--- src/rtl/tcsm_pkg.sv ---
// Shared types and constants for the TCP connection state machine core.
// No dependencies; every other file in rtl/ imports this package.
package tcsm_pkg;

	localparam int unsigned StateW = 4;
	localparam int unsigned QueueDepthDefault = 4;

	// connection states
	localparam logic [StateW-1:0] ST_CLOSED      = 4'd0;
	localparam logic [StateW-1:0] ST_LISTEN      = 4'd1;
	localparam logic [StateW-1:0] ST_SYN_RECV    = 4'd2;
	localparam logic [StateW-1:0] ST_SYN_SENT    = 4'd3;
	localparam logic [StateW-1:0] ST_ESTABLISHED = 4'd4;
	localparam logic [StateW-1:0] ST_CLOSE_WAIT  = 4'd5;
	localparam logic [StateW-1:0] ST_LAST_ACK    = 4'd6;
	localparam logic [StateW-1:0] ST_FIN_WAIT_1  = 4'd7;
	localparam logic [StateW-1:0] ST_FIN_WAIT_2  = 4'd8;
	localparam logic [StateW-1:0] ST_CLOSING     = 4'd9;
	localparam logic [StateW-1:0] ST_TIME_WAIT   = 4'd10;

	// TCP flag bits
	localparam logic [7:0] FL_FIN = 8'h01;
	localparam logic [7:0] FL_SYN = 8'h02;
	localparam logic [7:0] FL_RST = 8'h04;
	localparam logic [7:0] FL_PSH = 8'h08;
	localparam logic [7:0] FL_ACK = 8'h10;

	// request commands
	localparam logic CMD_SEGMENT = 1'b0;
	localparam logic CMD_LOCAL   = 1'b1;

	// wake mask bits
	localparam logic [3:0] WAKE_CONNECT = 4'b0001;
	localparam logic [3:0] WAKE_ACCEPT  = 4'b0010;
	localparam logic [3:0] WAKE_RECV    = 4'b0100;
	localparam logic [3:0] WAKE_SEND    = 4'b1000;

	// child status codes
	localparam logic [1:0] CHILD_NONE   = 2'd0;
	localparam logic [1:0] CHILD_QUEUED = 2'd1;
	localparam logic [1:0] CHILD_FULL   = 2'd2;

	// close actions
	localparam logic [1:0] CLOSE_NONE     = 2'd0;
	localparam logic [1:0] CLOSE_RELEASE  = 2'd1;
	localparam logic [1:0] CLOSE_TIMEWAIT = 2'd2;

	typedef struct packed {
		logic              cmd;
		logic [StateW-1:0] forced_state;
		logic [7:0]        seg_flags;
		logic [31:0]       seq_num;
		logic [15:0]       payload_len;
		logic              accept_queue_full;
		logic              send_waiting;
	} item_t;

	typedef struct packed {
		logic [StateW-1:0] conn_state;
		logic [7:0]        send_flags;
		logic [3:0]        wake_mask;
		logic [15:0]       deliver_len;
		logic [31:0]       rcv_next;
		logic [1:0]        child_status;
		logic [31:0]       child_send_seq;
		logic [1:0]        close_action;
		logic              protocol_error;
	} result_t;

	// decoded request handed from front to back
	typedef struct packed {
		logic              is_local;
		logic              forced_ok;
		logic [StateW-1:0] forced_state;
		logic              fl_fin_ack;
		logic              fl_syn;
		logic              fl_syn_ack;
		logic              fl_ack;
		logic              fl_psh_ack;
		logic              fl_fin;
		logic              has_fin;
		logic              has_ack;
		logic [31:0]       seq_inc;
		logic [31:0]       seq_end;
		logic [15:0]       payload_len;
		logic              accept_queue_full;
		logic              send_waiting;
	} cls_t;

endpackage

--- src/rtl/tcp_connection_state_machine_core.sv ---
// TCP connection receive state machine for one connection. Takes one request
// per clock while not stalled (a segment header or a local state change) and
// returns one result per request, in order, at a sustained rate of one per
// cycle while out_stall is low. A request passes through the front decode
// register, the request queue and the back end output register, where the
// state update happens. The back end's state update is what sets the rate.
// in_stall rises only when the request queue is full, which takes
// QueueDepth+1 requests held up behind a stalled output.
// initial_send_seq is written through cfg_we/cfg_wdata; the user must do so
// only while the block is idle, which the block itself does not enforce.
// Depends on tcsm_pkg, tcsm_front, tcsm_queue and tcsm_back.
module tcp_connection_state_machine_core #(
	parameter int unsigned QueueDepth = tcsm_pkg::QueueDepthDefault
) (
	input  logic              clk,
	input  logic              arst_n,
	input  logic              in_valid,
	output logic              in_stall,
	input  tcsm_pkg::item_t   in_item,
	output logic              out_valid,
	input  logic              out_stall,
	output tcsm_pkg::result_t out_result,
	input  logic              cfg_we,
	input  logic [31:0]       cfg_wdata
);
	import tcsm_pkg::*;

	logic push;
	logic q_ready;
	logic pop;
	logic q_valid;
	cls_t push_data;
	cls_t head;

	tcsm_front u_front (
		.clk       (clk),
		.arst_n    (arst_n),
		.in_valid  (in_valid),
		.in_stall  (in_stall),
		.in_item   (in_item),
		.push      (push),
		.push_data (push_data),
		.q_ready   (q_ready)
	);

	tcsm_queue #(
		.Depth (QueueDepth)
	) u_queue (
		.clk       (clk),
		.arst_n    (arst_n),
		.push      (push),
		.push_data (push_data),
		.q_ready   (q_ready),
		.pop       (pop),
		.q_valid   (q_valid),
		.head      (head)
	);

	tcsm_back u_back (
		.clk        (clk),
		.arst_n     (arst_n),
		.q_valid    (q_valid),
		.head       (head),
		.pop        (pop),
		.cfg_we     (cfg_we),
		.cfg_wdata  (cfg_wdata),
		.out_valid  (out_valid),
		.out_stall  (out_stall),
		.out_result (out_result)
	);

endmodule

--- src/rtl/tcsm_front.sv ---
// Front end: accepts requests, decodes flag patterns and precomputes the
// sequence sums into one register stage. Depends on tcsm_pkg.
module tcsm_front (
	input  logic           clk,
	input  logic           arst_n,
	input  logic           in_valid,
	output logic           in_stall,
	input  tcsm_pkg::item_t in_item,
	output logic           push,
	output tcsm_pkg::cls_t push_data,
	input  logic           q_ready
);
	import tcsm_pkg::*;

	logic  s1_valid_s1;
	cls_t  cls_s1;
	cls_t  cls_d;

	always_comb begin
		cls_d.is_local          = (in_item.cmd == CMD_LOCAL);
		cls_d.forced_ok         = (in_item.forced_state <= ST_TIME_WAIT);
		cls_d.forced_state      = in_item.forced_state;
		cls_d.fl_fin_ack        = (in_item.seg_flags == (FL_FIN | FL_ACK));
		cls_d.fl_syn            = (in_item.seg_flags == FL_SYN);
		cls_d.fl_syn_ack        = (in_item.seg_flags == (FL_SYN | FL_ACK));
		cls_d.fl_ack            = (in_item.seg_flags == FL_ACK);
		cls_d.fl_psh_ack        = (in_item.seg_flags == (FL_PSH | FL_ACK));
		cls_d.fl_fin            = (in_item.seg_flags == FL_FIN);
		cls_d.has_fin           = |(in_item.seg_flags & FL_FIN);
		cls_d.has_ack           = |(in_item.seg_flags & FL_ACK);
		cls_d.seq_inc           = in_item.seq_num + 32'd1;
		cls_d.seq_end           = in_item.seq_num + {16'd0, in_item.payload_len};
		cls_d.payload_len       = in_item.payload_len;
		cls_d.accept_queue_full = in_item.accept_queue_full;
		cls_d.send_waiting      = in_item.send_waiting;
	end

	assign in_stall  = s1_valid_s1 && !q_ready;
	assign push      = s1_valid_s1 && q_ready;
	assign push_data = cls_s1;

	always_ff @(posedge clk or negedge arst_n) begin
		if (!arst_n) begin
			s1_valid_s1 <= 1'b0;
		end else if (!in_stall) begin
			s1_valid_s1 <= in_valid;
		end
	end

	always_ff @(posedge clk) begin
		if (in_valid && !in_stall) begin
			cls_s1 <= cls_d;
		end
	end

endmodule

--- src/rtl/tcsm_queue.sv ---
// Short FIFO of decoded requests between front and back.
// Depends on tcsm_pkg for the entry type.
module tcsm_queue #(
	parameter int unsigned Depth = tcsm_pkg::QueueDepthDefault
) (
	input  logic           clk,
	input  logic           arst_n,
	input  logic           push,
	input  tcsm_pkg::cls_t push_data,
	output logic           q_ready,
	input  logic           pop,
	output logic           q_valid,
	output tcsm_pkg::cls_t head
);
	import tcsm_pkg::*;

	localparam int unsigned PtrW = (Depth > 1) ? $clog2(Depth) : 1;
	localparam int unsigned CntW = $clog2(Depth + 1);
	localparam logic [PtrW-1:0] LastPtr = PtrW'(Depth - 1);
	localparam logic [CntW-1:0] FullCnt = CntW'(Depth);

	cls_t            entries_q [Depth];
	logic [PtrW-1:0] wr_ptr_q;
	logic [PtrW-1:0] rd_ptr_q;
	logic [CntW-1:0] count_q;

	assign q_ready = (count_q != FullCnt);
	assign q_valid = (count_q != '0);
	assign head    = entries_q[rd_ptr_q];

	always_ff @(posedge clk or negedge arst_n) begin
		if (!arst_n) begin
			wr_ptr_q <= '0;
			rd_ptr_q <= '0;
			count_q  <= '0;
		end else begin
			if (push) begin
				wr_ptr_q <= (wr_ptr_q == LastPtr) ? '0 : wr_ptr_q + 1'b1;
			end
			if (pop) begin
				rd_ptr_q <= (rd_ptr_q == LastPtr) ? '0 : rd_ptr_q + 1'b1;
			end
			if (push && !pop) begin
				count_q <= count_q + 1'b1;
			end else if (pop && !push) begin
				count_q <= count_q - 1'b1;
			end
		end
	end

	always_ff @(posedge clk) begin
		if (push) begin
			entries_q[wr_ptr_q] <= push_data;
		end
	end

endmodule

--- src/rtl/tcsm_back.sv ---
// Back end: holds connection state and receive-next, applies one decoded
// request per unstalled cycle and registers the result. Depends on tcsm_pkg.
module tcsm_back (
	input  logic             clk,
	input  logic             arst_n,
	input  logic             q_valid,
	input  tcsm_pkg::cls_t   head,
	output logic             pop,
	input  logic             cfg_we,
	input  logic [31:0]      cfg_wdata,
	output logic             out_valid,
	input  logic             out_stall,
	output tcsm_pkg::result_t out_result
);
	import tcsm_pkg::*;

	logic [StateW-1:0] state_q;
	logic [31:0]       rcv_next_q;
	logic [31:0]       init_seq_q;
	logic              out_valid_q;
	result_t           result_q;

	logic [StateW-1:0] state_d;
	logic [31:0]       rcv_next_d;
	result_t           res_d;

	assign pop        = q_valid && (!out_valid_q || !out_stall);
	assign out_valid  = out_valid_q;
	assign out_result = result_q;

	always_comb begin
		state_d    = state_q;
		rcv_next_d = rcv_next_q;
		res_d      = '0;
		if (head.is_local) begin
			if (head.forced_ok) begin
				state_d = head.forced_state;
			end
		end else begin
			unique case (state_q)
				ST_CLOSED: begin
					res_d.protocol_error = !head.fl_fin_ack;
				end
				ST_LISTEN: begin
					if (head.fl_syn) begin
						// listener stays put; result describes the child
						res_d.child_status   = head.accept_queue_full ? CHILD_FULL
						                                              : CHILD_QUEUED;
						res_d.child_send_seq = init_seq_q;
						res_d.send_flags     = FL_SYN | FL_ACK;
					end else begin
						res_d.protocol_error = !head.fl_fin_ack;
					end
				end
				ST_SYN_SENT: begin
					if (head.fl_syn_ack) begin
						rcv_next_d      = head.seq_inc;
						res_d.wake_mask = WAKE_CONNECT;
					end else if (head.fl_syn) begin
						state_d          = ST_SYN_RECV;
						res_d.send_flags = FL_SYN | FL_ACK;
					end else begin
						res_d.protocol_error = 1'b1;
					end
				end
				ST_SYN_RECV: begin
					if (head.fl_ack) begin
						state_d         = ST_ESTABLISHED;
						res_d.wake_mask = WAKE_ACCEPT;
					end else begin
						res_d.protocol_error = 1'b1;
					end
				end
				ST_ESTABLISHED: begin
					if (head.has_fin) begin
						state_d          = ST_CLOSE_WAIT;
						res_d.send_flags = FL_ACK;
						res_d.wake_mask  = WAKE_RECV | WAKE_SEND;
					end else if (head.fl_psh_ack) begin
						res_d.deliver_len = head.payload_len;
						rcv_next_d        = head.seq_end;
						res_d.send_flags  = FL_ACK;
						res_d.wake_mask   = WAKE_RECV;
					end else if (head.fl_ack) begin
						res_d.wake_mask = head.send_waiting ? WAKE_SEND : 4'd0;
					end else begin
						res_d.protocol_error = 1'b1;
					end
				end
				ST_FIN_WAIT_1: begin
					if (head.has_ack) begin
						state_d = ST_FIN_WAIT_2;
					end else if (head.fl_fin) begin
						state_d          = ST_CLOSING;
						res_d.send_flags = FL_ACK;
					end else begin
						res_d.protocol_error = 1'b1;
					end
				end
				ST_FIN_WAIT_2: begin
					// time-wait folded: straight to CLOSED, timer left to caller
					if (head.has_fin) begin
						state_d            = ST_CLOSED;
						res_d.send_flags   = FL_ACK;
						res_d.close_action = CLOSE_TIMEWAIT;
					end else begin
						res_d.protocol_error = 1'b1;
					end
				end
				ST_CLOSING: begin
					if (head.fl_ack) begin
						state_d = ST_TIME_WAIT;
					end else begin
						res_d.protocol_error = 1'b1;
					end
				end
				ST_CLOSE_WAIT: begin
					res_d.protocol_error = !(head.has_fin || head.has_ack);
				end
				ST_LAST_ACK: begin
					if (head.has_ack) begin
						state_d            = ST_CLOSED;
						res_d.close_action = CLOSE_RELEASE;
					end else begin
						res_d.protocol_error = 1'b1;
					end
				end
				default: begin
					res_d.protocol_error = 1'b1;
				end
			endcase
		end
		res_d.conn_state = state_d;
		res_d.rcv_next   = (res_d.child_status != CHILD_NONE) ? head.seq_inc : rcv_next_d;
	end

	always_ff @(posedge clk or negedge arst_n) begin
		if (!arst_n) begin
			state_q     <= ST_CLOSED;
			rcv_next_q  <= '0;
			init_seq_q  <= '0;
			out_valid_q <= 1'b0;
		end else begin
			if (cfg_we) begin
				init_seq_q <= cfg_wdata;
			end
			if (pop) begin
				state_q     <= state_d;
				rcv_next_q  <= rcv_next_d;
				out_valid_q <= 1'b1;
			end else if (!out_stall) begin
				out_valid_q <= 1'b0;
			end
		end
	end

	always_ff @(posedge clk) begin
		if (pop) begin
			result_q <= res_d;
		end
	end

endmodule

--- config.mk ---
export PLATFORM = sky130hd
export DESIGN_NAME = tcp_connection_state_machine_core
export DESIGN_NICKNAME = d
export VERILOG_FILES = /design/src/rtl/tcsm_pkg.sv /design/src/rtl/tcp_connection_state_machine_core.sv /design/src/rtl/tcsm_front.sv /design/src/rtl/tcsm_queue.sv /design/src/rtl/tcsm_back.sv
export SDC_FILE = /design/constraint.sdc
export NUM_CORES = 1
export LEC_CHECK = 0
export ABC_CLOCK_PERIOD_IN_PS = 10100
export BUFFER_PORTS_ARGS = -buffer_cell sky130_fd_sc_hd__buf_2
export CAP_MARGIN = 10
export CORE_ASPECT_RATIO = 1.75
export CORE_MARGIN = 1
export CORE_UTILIZATION = 48
export CTS_BUF_LIST = sky130_fd_sc_hd__clkbuf_4 sky130_fd_sc_hd__clkbuf_8 sky130_fd_sc_hd__clkbuf_16
export CTS_CLUSTER_SIZE = 8
export DETAILED_ROUTE_END_ITERATION = 12
export PLACE_DENSITY_LB_ADDON = 0.2
export SETUP_SLACK_MARGIN = 0.15
export SLEW_MARGIN = 20
export SYNTH_ARGS = -nofsm -noshare
export SYNTH_HDL_FRONTEND = slang
export SYNTH_SLANG_ARGS = --single-unit
--- constraint.sdc ---
create_clock -name clk -period 10.1 [get_ports clk]
set_clock_uncertainty 0.2 [all_clocks]
set_input_delay 0.505 -clock clk [delete_from_list [all_inputs] [get_ports clk]]
set_output_delay 0.505 -clock clk [all_outputs]
set_load 0.01 [all_outputs]
==> results.toml, run 1 <==
[yosys]
synth_top_cell_by_area = "edfxtp_1"
ys_top_cells_by_area = "edfxtp_1 67%, mux4_2 8.3%, dfrtp_1 7.5%, nor2_1 1.9%, mux2_2 1.5%"
yosysUniqueCellTypes = 58
synth-main-ff-cell = "edfxtp_1"
ys_top_cells_by_count = "575 x edfxtp_1, 129 x nor2_1, 95 x mux4_2, 77 x dfrtp_1, 76 x nor3_1"
synthCells = 1492
ys_seq_area_share_pct = 74.27
synth_edf_count = 575
synth_top_cell_area_share_pct = 66.82
synth.avg_cell_area_um2 = 17.32
yosysWarnings = 0
synthArstFlopShare_pct = 11.81
synth.most_common_cell = "edfxtp_1"
synth_area_um2 = 25840
ys_seq_elements = 652

[setup_path]
path_cells = "buf_4, mux4_2, nand2b_4, nor4_4, nand3_2, buf_4, nand2_2, o32ai_1, nor2_1"
worstPathRequired_ns = 10.25
endpoint_kind = "flip-flop"
arrival_ns = 4.86
critPathSlowestCell = "dfrtp_4"
r2r_setup_slack_ns = 5.39
criticalPathCategory = "reg -> reg"
cp_num_buf_inv = 2
max_stage_delay_ns = 0.76
critPathLaunchType = "flip-flop"
cp_top_family = "buffers and inverters"
cp_max_fo = 50
crit_top_cell = "buf_4"

[global_route]
grt-ovfl-total = 0
grt_pass1_vias = 15075
track_usage_pct = 21.04
grt_max_degree = 86
antenna_found_initial = 2
grt_pass1_wl_mm = 85.24

[detailed_routing]
drt_wl_total_mm = 56.38
drt_pass1_iterations = 7
vias_per_cell = 5.561
post_drt_wl_per_cell_um = 22.10
dr_total_vias = 14187
route.detailed.drc = 0
drtAntennaViolNets = 0
drt_iter0_markers = 1053

[sta]
fmaxAchievable_mhz = 212.3
fin_crit_sh_pct = 46.63
rsz0062_at_grt = "false"
fin_tns_setup_ns = 0
hold_viol_final = 0
finalSetupViolCount = 0
min_period_ns = 4.710
holdWs_ns = 0.03911
tightest_slew_ns = 1.048
maxSlewHeadroom_pct = 30.15
drv_slew = 0

[clock_network]
clkLatencyLatePin_ns = 0.62
max-clock-path-buffers = 3
cts_sinks = 652
cts_tree = "yes"
root_buffer = "clkbuf_16"
post_cts_buffers = 0
htree_levels = 3
cts.clk_slew.worst_paths_ns = 0.05
cts_buffers = 91

[placed_design]
placed_area_um2 = 27520
hpwlAfterDp_mm = 33.63
post-place-cells = 2323
port_buffers = 196
gp_congestion = 0.8526

[cells_and_area]
fin_cells = 2551
stdcell_area_um2 = 31030
nFillCells = 4095
syn_to_final_growth_pct = 20.09
drive_gt1_share_pct = 28.59
final_util_pct = 58.28
nNetsFinal = 1920

[power_and_ir_drop]
leakage_nw = 11.01
power_density_nw_per_um2 = 284.9
ir_drop_mv = 0.1639

[floorplan]
die_h_um = 308.9
coreArea_um2 = 53250
rows = 112
start_util_pct = 48.53
fp.dieW_um = 177.4
ios = 203
die_area_um2 = 54800

[outcome]
outcome = "complete, no violations"

[worst_hold_path]
hold_class = "in -> reg"

[flow_run]
cap_violations = 0
## worst paths after layout
path,startpoint,end,cells after the start
worst max register to register,u_queue.rd_ptr_q[0],u_back.out_result[67],9
worst min register to register,u_front.push_data[35],u_queue.entries_q[1][35],0
min in group asynchronous,arst_n,u_back.init_seq_q[6],2
worst max-delay path,u_queue.rd_ptr_q[0],u_back.out_result[67],9
worst min-delay path,in_item[27],u_front.push_data[59],2
max in group asynchronous,arst_n,u_queue.rd_ptr_q[0],3
## where the power goes
part	internal, mW	switching (mW)	leakage [nW]
clock network	1.88	1.07	1.47
registers	3.73	0.308	6.21
logic	0.795	1.06	3.33
total	6.40	2.44	11.0
## sequential cells by signal (all words and copies together) (netlist names)
register and count:
u_back.init_seq_q 32, u_back.out_result 95, u_back.out_valid 1, u_back.rcv_next_q 32
u_back.state_q 4, u_front.push_data 96, u_front.s1_valid_s1 1, u_queue.count_q 3
u_queue.entries_q 384, u_queue.rd_ptr_q 2, u_queue.wr_ptr_q 2
## timing repair
action                    CTS  global route
hold endpoints to repair  103             0
hold buffers               62             0
resized for setup           0             0
## final cells by class
class	count	area, um^2	share of cell area [%]
sequential	652	19200	61.87
multi-input combinational	759	6292	20.28
clock buffer	156	2800	9.023
timing repair buffer	275	1748	5.632
tap	684	855.8	2.758
inverter	16	65.06	0.2097
clock inverter	6	63.81	0.2056
antenna	3	7.507	0.02419
## kinds of logic (layout without fill, tap and decap cells)
| kind of cell | Yosys count | count (layout) | share of synthesized area, % |
|---|---|---|---|
| xor gates and xnor gates | 63 | 63 | 2.135 |
| and+or+nand+nor | 386 | 386 | 7.302 |
| muxes | 133 | 133 | 9.921 |
| other | 1 | 9 | 0.01451 |
| DFF | 652 | 652 | 74.27 |
| AOI/OAI and AO/OA | 146 | 146 | 3.544 |
| adders and majority gates | 25 | 25 | 1.269 |
| buffers and inverters | 86 | 453 | 1.540 |
## metal layers
layer / up-vias / part of all wire, % / global-route usage, %
met5: - / 0 / 0
met4: 0 / 3.5 / 9.899
met3: 135 / 4.2 / 3.073
li1: 6346 / - / -
met1: 7243 / 38 / 23.31
met2: 463 / 55 / 39.14
## stage by stage
| stage | setup WS [ns] | total power, mW |
|---|---|---|
| 3_3_place_gp | 5.411 | 5.889 |
| 3_5_place_dp | 5.298 | 5.951 |
| 6_report | 5.390 | 8.840 |
| 5_1_grt | 5.032 | 9.233 |
| 2_1_floorplan | 4.385 | 5.335 |
| 4_1_cts | 5.269 | 8.931 |
## cell usage in the layout, fill, tap and decap left out, types with 6 or more instances in the layout
master | Yosys | final
a21o_1 | 7 | 7
nor2b_1 | 20 | 19
nor3_1 | 76 | 76
buf_2 | 24 | 195
nand3_1 | 21 | 21
conb_1 | 1 | 6
clkbuf_4 | 0 | 63
inv_1 | 16 | 15
nand2_1 | 50 | 49
edfxtp_1 | 575 | 575
buf_4 | 6 | 16
clkbuf_16 | 0 | 93
nor2_2 | 10 | 11
ha_1 | 23 | 23
nor2_1 | 129 | 128
dlygate4sd3_1 | 0 | 62
and3_1 | 10 | 10
mux2_2 | 35 | 35
mux4_2 | 95 | 95
o21ai_0 | 40 | 40
dfrtp_1 | 77 | 75
o21ai_1 | 10 | 10
xor2_1 | 27 | 27
a21oi_1 | 28 | 28
xnor2_1 | 36 | 36
nand4_1 | 8 | 8
o21a_1 | 34 | 34
and2_1 | 40 | 36
Power figures use the tool's default switching activity.
==> run 2, diff against run 1 <==
- ABC_CLOCK_PERIOD_IN_PS: 10100 -> 4800
- clock period: 10.1 -> 4.8 ns (I/O delays scaled with it)
==> results.toml, run 2 (synthesis gave the netlist of run 1 again) <==
[sta]
drv_slew = 0
setup_slack_ns = 0.3823
hold_viol_final = 2
holdWs_ns = -0.001239
fin_crit_sh_pct = 92.04
min_period_ns = 4.418
fmaxAchievable_mhz = 226.4
fin_tns_setup_ns = 0
maxSlewHeadroom_pct = 30.43
finalSetupViolCount = 0
tightest_slew_ns = 1.044
rsz0062_at_grt = "false"

[detailed_routing]
vias_per_cell = 5.508
drt_pass1_iterations = 5
drtAntennaViolNets = 0
dr_total_vias = 14343
drt_iter0_markers = 975
post_drt_wl_per_cell_um = 22.18
route.detailed.drc = 0
drt_wl_total_mm = 57.76

[clock_network]
cts_resized = 0
cts_tree = "yes"
htree_levels = 3
cts_sinks = 652
cts.clk_slew.worst_paths_ns = 0.05
clkLatencyLatePin_ns = 0.62
cts-hold-fix-buffers = 115
root_buffer = "clkbuf_16"
cts_buffers = 91
post_cts_buffers = 0
max-clock-path-buffers = 3

[setup_path]
worstPathRequired_ns = 4.96
cp_max_fo = 8
reg2reg_depth = 6
r2r_setup_slack_ns = 1.20
criticalPathCategory = "in -> reg"
critPathLaunchType = "primary input"
arrival_ns = 4.58
r2r-end = "u_back.out_result[42]"
r2r-start = "u_queue.rd_ptr_q[1]"
endpoint_kind = "flip-flop"

[global_route]
track_usage_pct = 21.65
grt_max_degree = 105
grt_pass1_wl_mm = 87.89
grt-ovfl-total = 0
antenna_found_initial = 0
grt_pass1_vias = 15335

[cells_and_area]
nNetsFinal = 1979
layout_commonest_cell = "edfxtp_1"
drive_gt1_share_pct = 27.76
largest_register = "u_queue.entries_q"
largest_reg_flops = 384
diodes = 0
nFillCells = 4023
syn_to_final_growth_pct = 22.21
final_cell_mix = "575 x edfxtp_1, 195 x buf_2, 128 x nor2_1"

[flow_run]
cap_violations = 0

[floorplan]
ios = 203
start_util_pct = 48.53
rows = 112
coreArea_um2 = 53250
fp.dieW_um = 177.4
die_area_um2 = 54800
die_h_um = 308.9

[placed_design]
hpwlAfterDp_mm = 33.97
dp_slack_ns = 0.8338
port_buffers = 196
gp_congestion = 0.8424

[power_and_ir_drop]
leakage_nw = 11.25
ir_drop_mv = 0.4019
power_density_nw_per_um2 = 590.5

[outcome]
failed_checks = "hold timing"
outcome = "finished with violations"

[worst_hold_path]
hold_class = "in -> async"
[run 2: cell count changes in the layout (fill, tap and decap cells not counted), moves of 2 or more]
cell / change
dlygate4sd3_1: +53
buf_4: +4
buf_12: +3
diode_2: -3
clkbuf_16: -2
clkbuf_4: -2
clkinv_1: +2
[run 2: metal layers]
layer	wire, um	vias to the layer above	track usage, %
li1	-	6475	-
met1	22180	7304	25.13
met2	31200	455	39.83
met3	2756	109	3.073
met4	1623	0	8.547
met5	0	-	0
[run 2: stage by stage]
stage / hold slack [ns] / instances / cell area, um^2 / utilization (%) / power (mW)
after CTS: 0.002427 / 2604 / 31580 / 59.31 / 18.85
after detailed placement: 0.1186 / 2330 / 27620 / 51.86 / 12.60
after floorplan: -0.2556 / 1497 / 25860 / - / 11.22
after global routing: 0.02860 / 2604 / 31580 / 59.31 / 19.47
final: -0.001239 / 2604 / 31580 / 59.31 / 18.65
after global placement: 0.1151 / 2330 / 27620 / 51.86 / 12.45
[run 2: cell type report]
cell class / instances / area, um^2 / area share (%)
multi-input cells: 759 / 6290 / 19.92
repair buffers: 334 / 2357 / 7.464
well taps: 684 / 855.8 / 2.710
inverters: 16 / 65.06 / 0.2060
clock buffers: 152 / 2735 / 8.661
clock inverters: 7 / 77.57 / 0.2456
flip-flops and latches: 652 / 19200 / 60.80
[run 2: how the worst max path moves through the flow]
stage / from / end / slack, ns / cells past startpoint
after floorplan: u_queue.count_q[0] / u_back.rcv_next_q[13] / 0.33 / 6
after global placement: in_item[2] / u_front.push_data[48] / 0.87 / 10
after detailed placement: in_item[18] / u_front.push_data[48] / 0.83 / 10
after CTS: in_item[18] / u_front.push_data[48] / 0.37 / 12
after global routing: in_item[18] / u_front.push_data[48] / 0.16 / 12
final: in_item[18] / u_front.push_data[48] / 0.38 / 12
[run 2: where the power goes]
part / leakage (nW) / internal, mW / switching [mW]
registers: 6.21 / 7.85 / 0.596
clock network: 1.44 / 3.87 / 2.28
logic: 3.60 / 1.74 / 2.32
total: 11.2 / 13.5 / 5.20
[run 2: critical path, stage by stage]
cell           delay, ns
dlygate4sd3_1       0.54
buf_2               0.16
ha_1                0.22
fa_1                0.44
a21oi_1             0.29
o2111ai_1           0.25
a211oi_1            0.48
o21ai_0             0.31
a221oi_2            0.75
nor4_1              0.15
xor2_1              0.18
dlygate4sd3_1       0.57
==> run 3, diff against run 2 <==
- CORE_UTILIZATION: 48 -> 60
- HOLD_SLACK_MARGIN: default -> 0.15
- SLEW_MARGIN: 20 -> 0
==> results.toml, run 3 (synthesis gave the netlist of run 1 again) <==
[outcome]
outcome = "complete, no violations"

[global_route]
grt_max_degree = 73
antenna_found_initial = 0
grt-ovfl-total = 0
track_usage_pct = 26.80
grt_pass1_vias = 16002
grt_pass1_wl_mm = 88.51

[floorplan]
start_util_pct = 60.74
ios = 203
die_h_um = 276.5
coreArea_um2 = 42540
die_area_um2 = 43930
fp.dieW_um = 158.9
rows = 100

[worst_hold_path]
min_path_cells = 2
hold_class = "in -> reg"
hold_path_end = "u_front.push_data[13]"
min-delay-start = "in_item[13]"

[cells_and_area]
final_cell_mix = "575 x edfxtp_1, 195 x buf_2, 159 x dlygate4sd3_1"
layout_commonest_cell = "edfxtp_1"
largest_register = "u_queue.entries_q"
fin_cells = 2523
diodes = 0
syn_to_final_growth_pct = 23.55
drive_gt1_share_pct = 27.17
nNetsFinal = 2022
final_util_pct = 75.05
largest_reg_flops = 384

[sta]
maxSlewHeadroom_pct = 30.43
drv_slew = 0
holdWs_ns = 0.1706
rsz0062_at_grt = "false"
tightest_slew_ns = 1.044
finalSetupViolCount = 0
fin_crit_sh_pct = 91.49
hold_viol_final = 0
fin_tns_setup_ns = 0
min_period_ns = 4.392
fmaxAchievable_mhz = 227.7

[placed_design]
post-place-cells = 2205
hpwlAfterDp_mm = 31.40
port_buffers = 196
gp_congestion = 0.9298

[detailed_routing]
post_drt_wl_per_cell_um = 22.49
dr_total_vias = 14667
drtAntennaViolNets = 0
vias_per_cell = 5.813
route.detailed.drc = 0
drt_pass1_iterations = 5
drt_iter0_markers = 1032
drt_wl_total_mm = 56.73

[power_and_ir_drop]
power.share.sequential_pct = 45.3
swShare_pct = 27.57
switchingPower_mw = 5.163
leakage_nw = 11.45
combPwrFrac_pct = 21.6
ir_drop_mv = 0.3681
power_frac_clock_pct = 33.1
p_int_mw = 13.56
power_density_nw_per_um2 = 586.5

[clock_network]
cts_buffers = 91
root_buffer = "clkbuf_16"
cts_tree = "yes"
cts-hold-fix-buffers = 160
max-clock-path-buffers = 3
cts_resized = 0
clkLatencyLatePin_ns = 0.62
cts.clk_slew.worst_paths_ns = 0.05
htree_levels = 3
post_cts_buffers = 0
cts_sinks = 652

[setup_path]
path_cells = "dlygate4sd3_1, buf_2, ha_1, fa_1, a21oi_1, o2111ai_1, a211oi_1, o21ai_0, a221oi_2, nor4_1, xor2_1, dlygate4sd3_1"
cp_max_fo = 8
endpoint_kind = "flip-flop"
r2r-start = "u_queue.rd_ptr_q[0]"
r2r-end = "u_back.out_result[65]"
r2r_setup_slack_ns = 1.16
arrival_ns = 4.55
max_stage_delay_ns = 0.82
critPathSlowestCell = "a221oi_2"
worstPathRequired_ns = 4.96
reg2reg_depth = 6
critPathLaunchType = "primary input"
crit_top_cell = "dlygate4sd3_1"
criticalPathCategory = "in -> reg"

[flow_run]
cap_violations = 0
run 3: cell count changes in the layout (fill, tap and decap cells not counted):
cell / previous run / this run
clkinv_8: 2 / 3
buf_12: 4 / 5
inv_6: 3 / 2
clkinv_1: 2 / 0
clkbuf_4: 61 / 60
inv_4: 0 / 1
bufinv_16: 0 / 1
clkbuf_16: 91 / 92
buf_4: 20 / 17
buf_16: 0 / 1
dlygate4sd3_1: 115 / 159
inv_16: 1 / 0
run 3: through the flow:
| stage | total power, mW | cell area (um^2) | worst slack, ns |
|---|---|---|---|
| after floorplan | 11.22 | 25860 | 0.3343 |
| after global placement | 12.33 | 27460 | 0.9899 |
| after detailed placement | 12.47 | 27460 | 0.8976 |
| after CTS | 18.81 | 31930 | 0.4788 |
| after global routing | 19.48 | 31930 | 0.2661 |
| final | 18.72 | 31930 | 0.4083 |
run 3: cell type report:
class / instances / area [um^2]
Fill cell: 2508 / 10610
Timing Repair Buffer: 377 / 2823
Sequential cell: 652 / 19200
Inverter: 16 / 62.56
Clock inverter: 6 / 96.34
Tap cell: 561 / 701.9
Multi-Input combinational cell: 759 / 6290
Clock buffer: 152 / 2753
run 3: worst max-delay path by stage:
stage                             from  slack [ns]                    end
CTS                        in_item[18]        0.48  u_front.push_data[48]
finish                     in_item[18]        0.41  u_front.push_data[48]
detailed placement         in_item[18]        0.90  u_front.push_data[48]
floorplan           u_queue.count_q[0]        0.33  u_back.rcv_next_q[13]
global route               in_item[18]        0.27  u_front.push_data[48]
global placement            in_item[2]        0.99  u_front.push_data[48]
run 3: routing by layer:
metal	track usage (%)	up-vias	part of all wire, %
li1	-	6552	-
met1	30.63	7401	37
met2	49.66	581	55
met3	3.585	133	5.1
met4	12.13	0	3.4
met5	0	-	0
run 3: critical path, delay by kind of cell:
| kind | cells | cell delay [ns] |
|---|---|---|
| compound gates | 5 | 1.98 |
| xor+xnor | 1 | 0.19 |
| fa+ha+maj | 2 | 0.69 |
| buf+inv | 3 | 1.27 |
| simple gates | 1 | 0.16 |
run 3: power groups by stage:
stage	Clock [mW]	Combinational, mW	Sequential [mW]
after floorplan	0	2.75	8.47
after global placement	0	3.87	8.46
after detailed placement	0	3.92	8.55
after CTS	6.27	4.07	8.47
after global routing	6.52	4.37	8.59
final	6.20	4.05	8.48
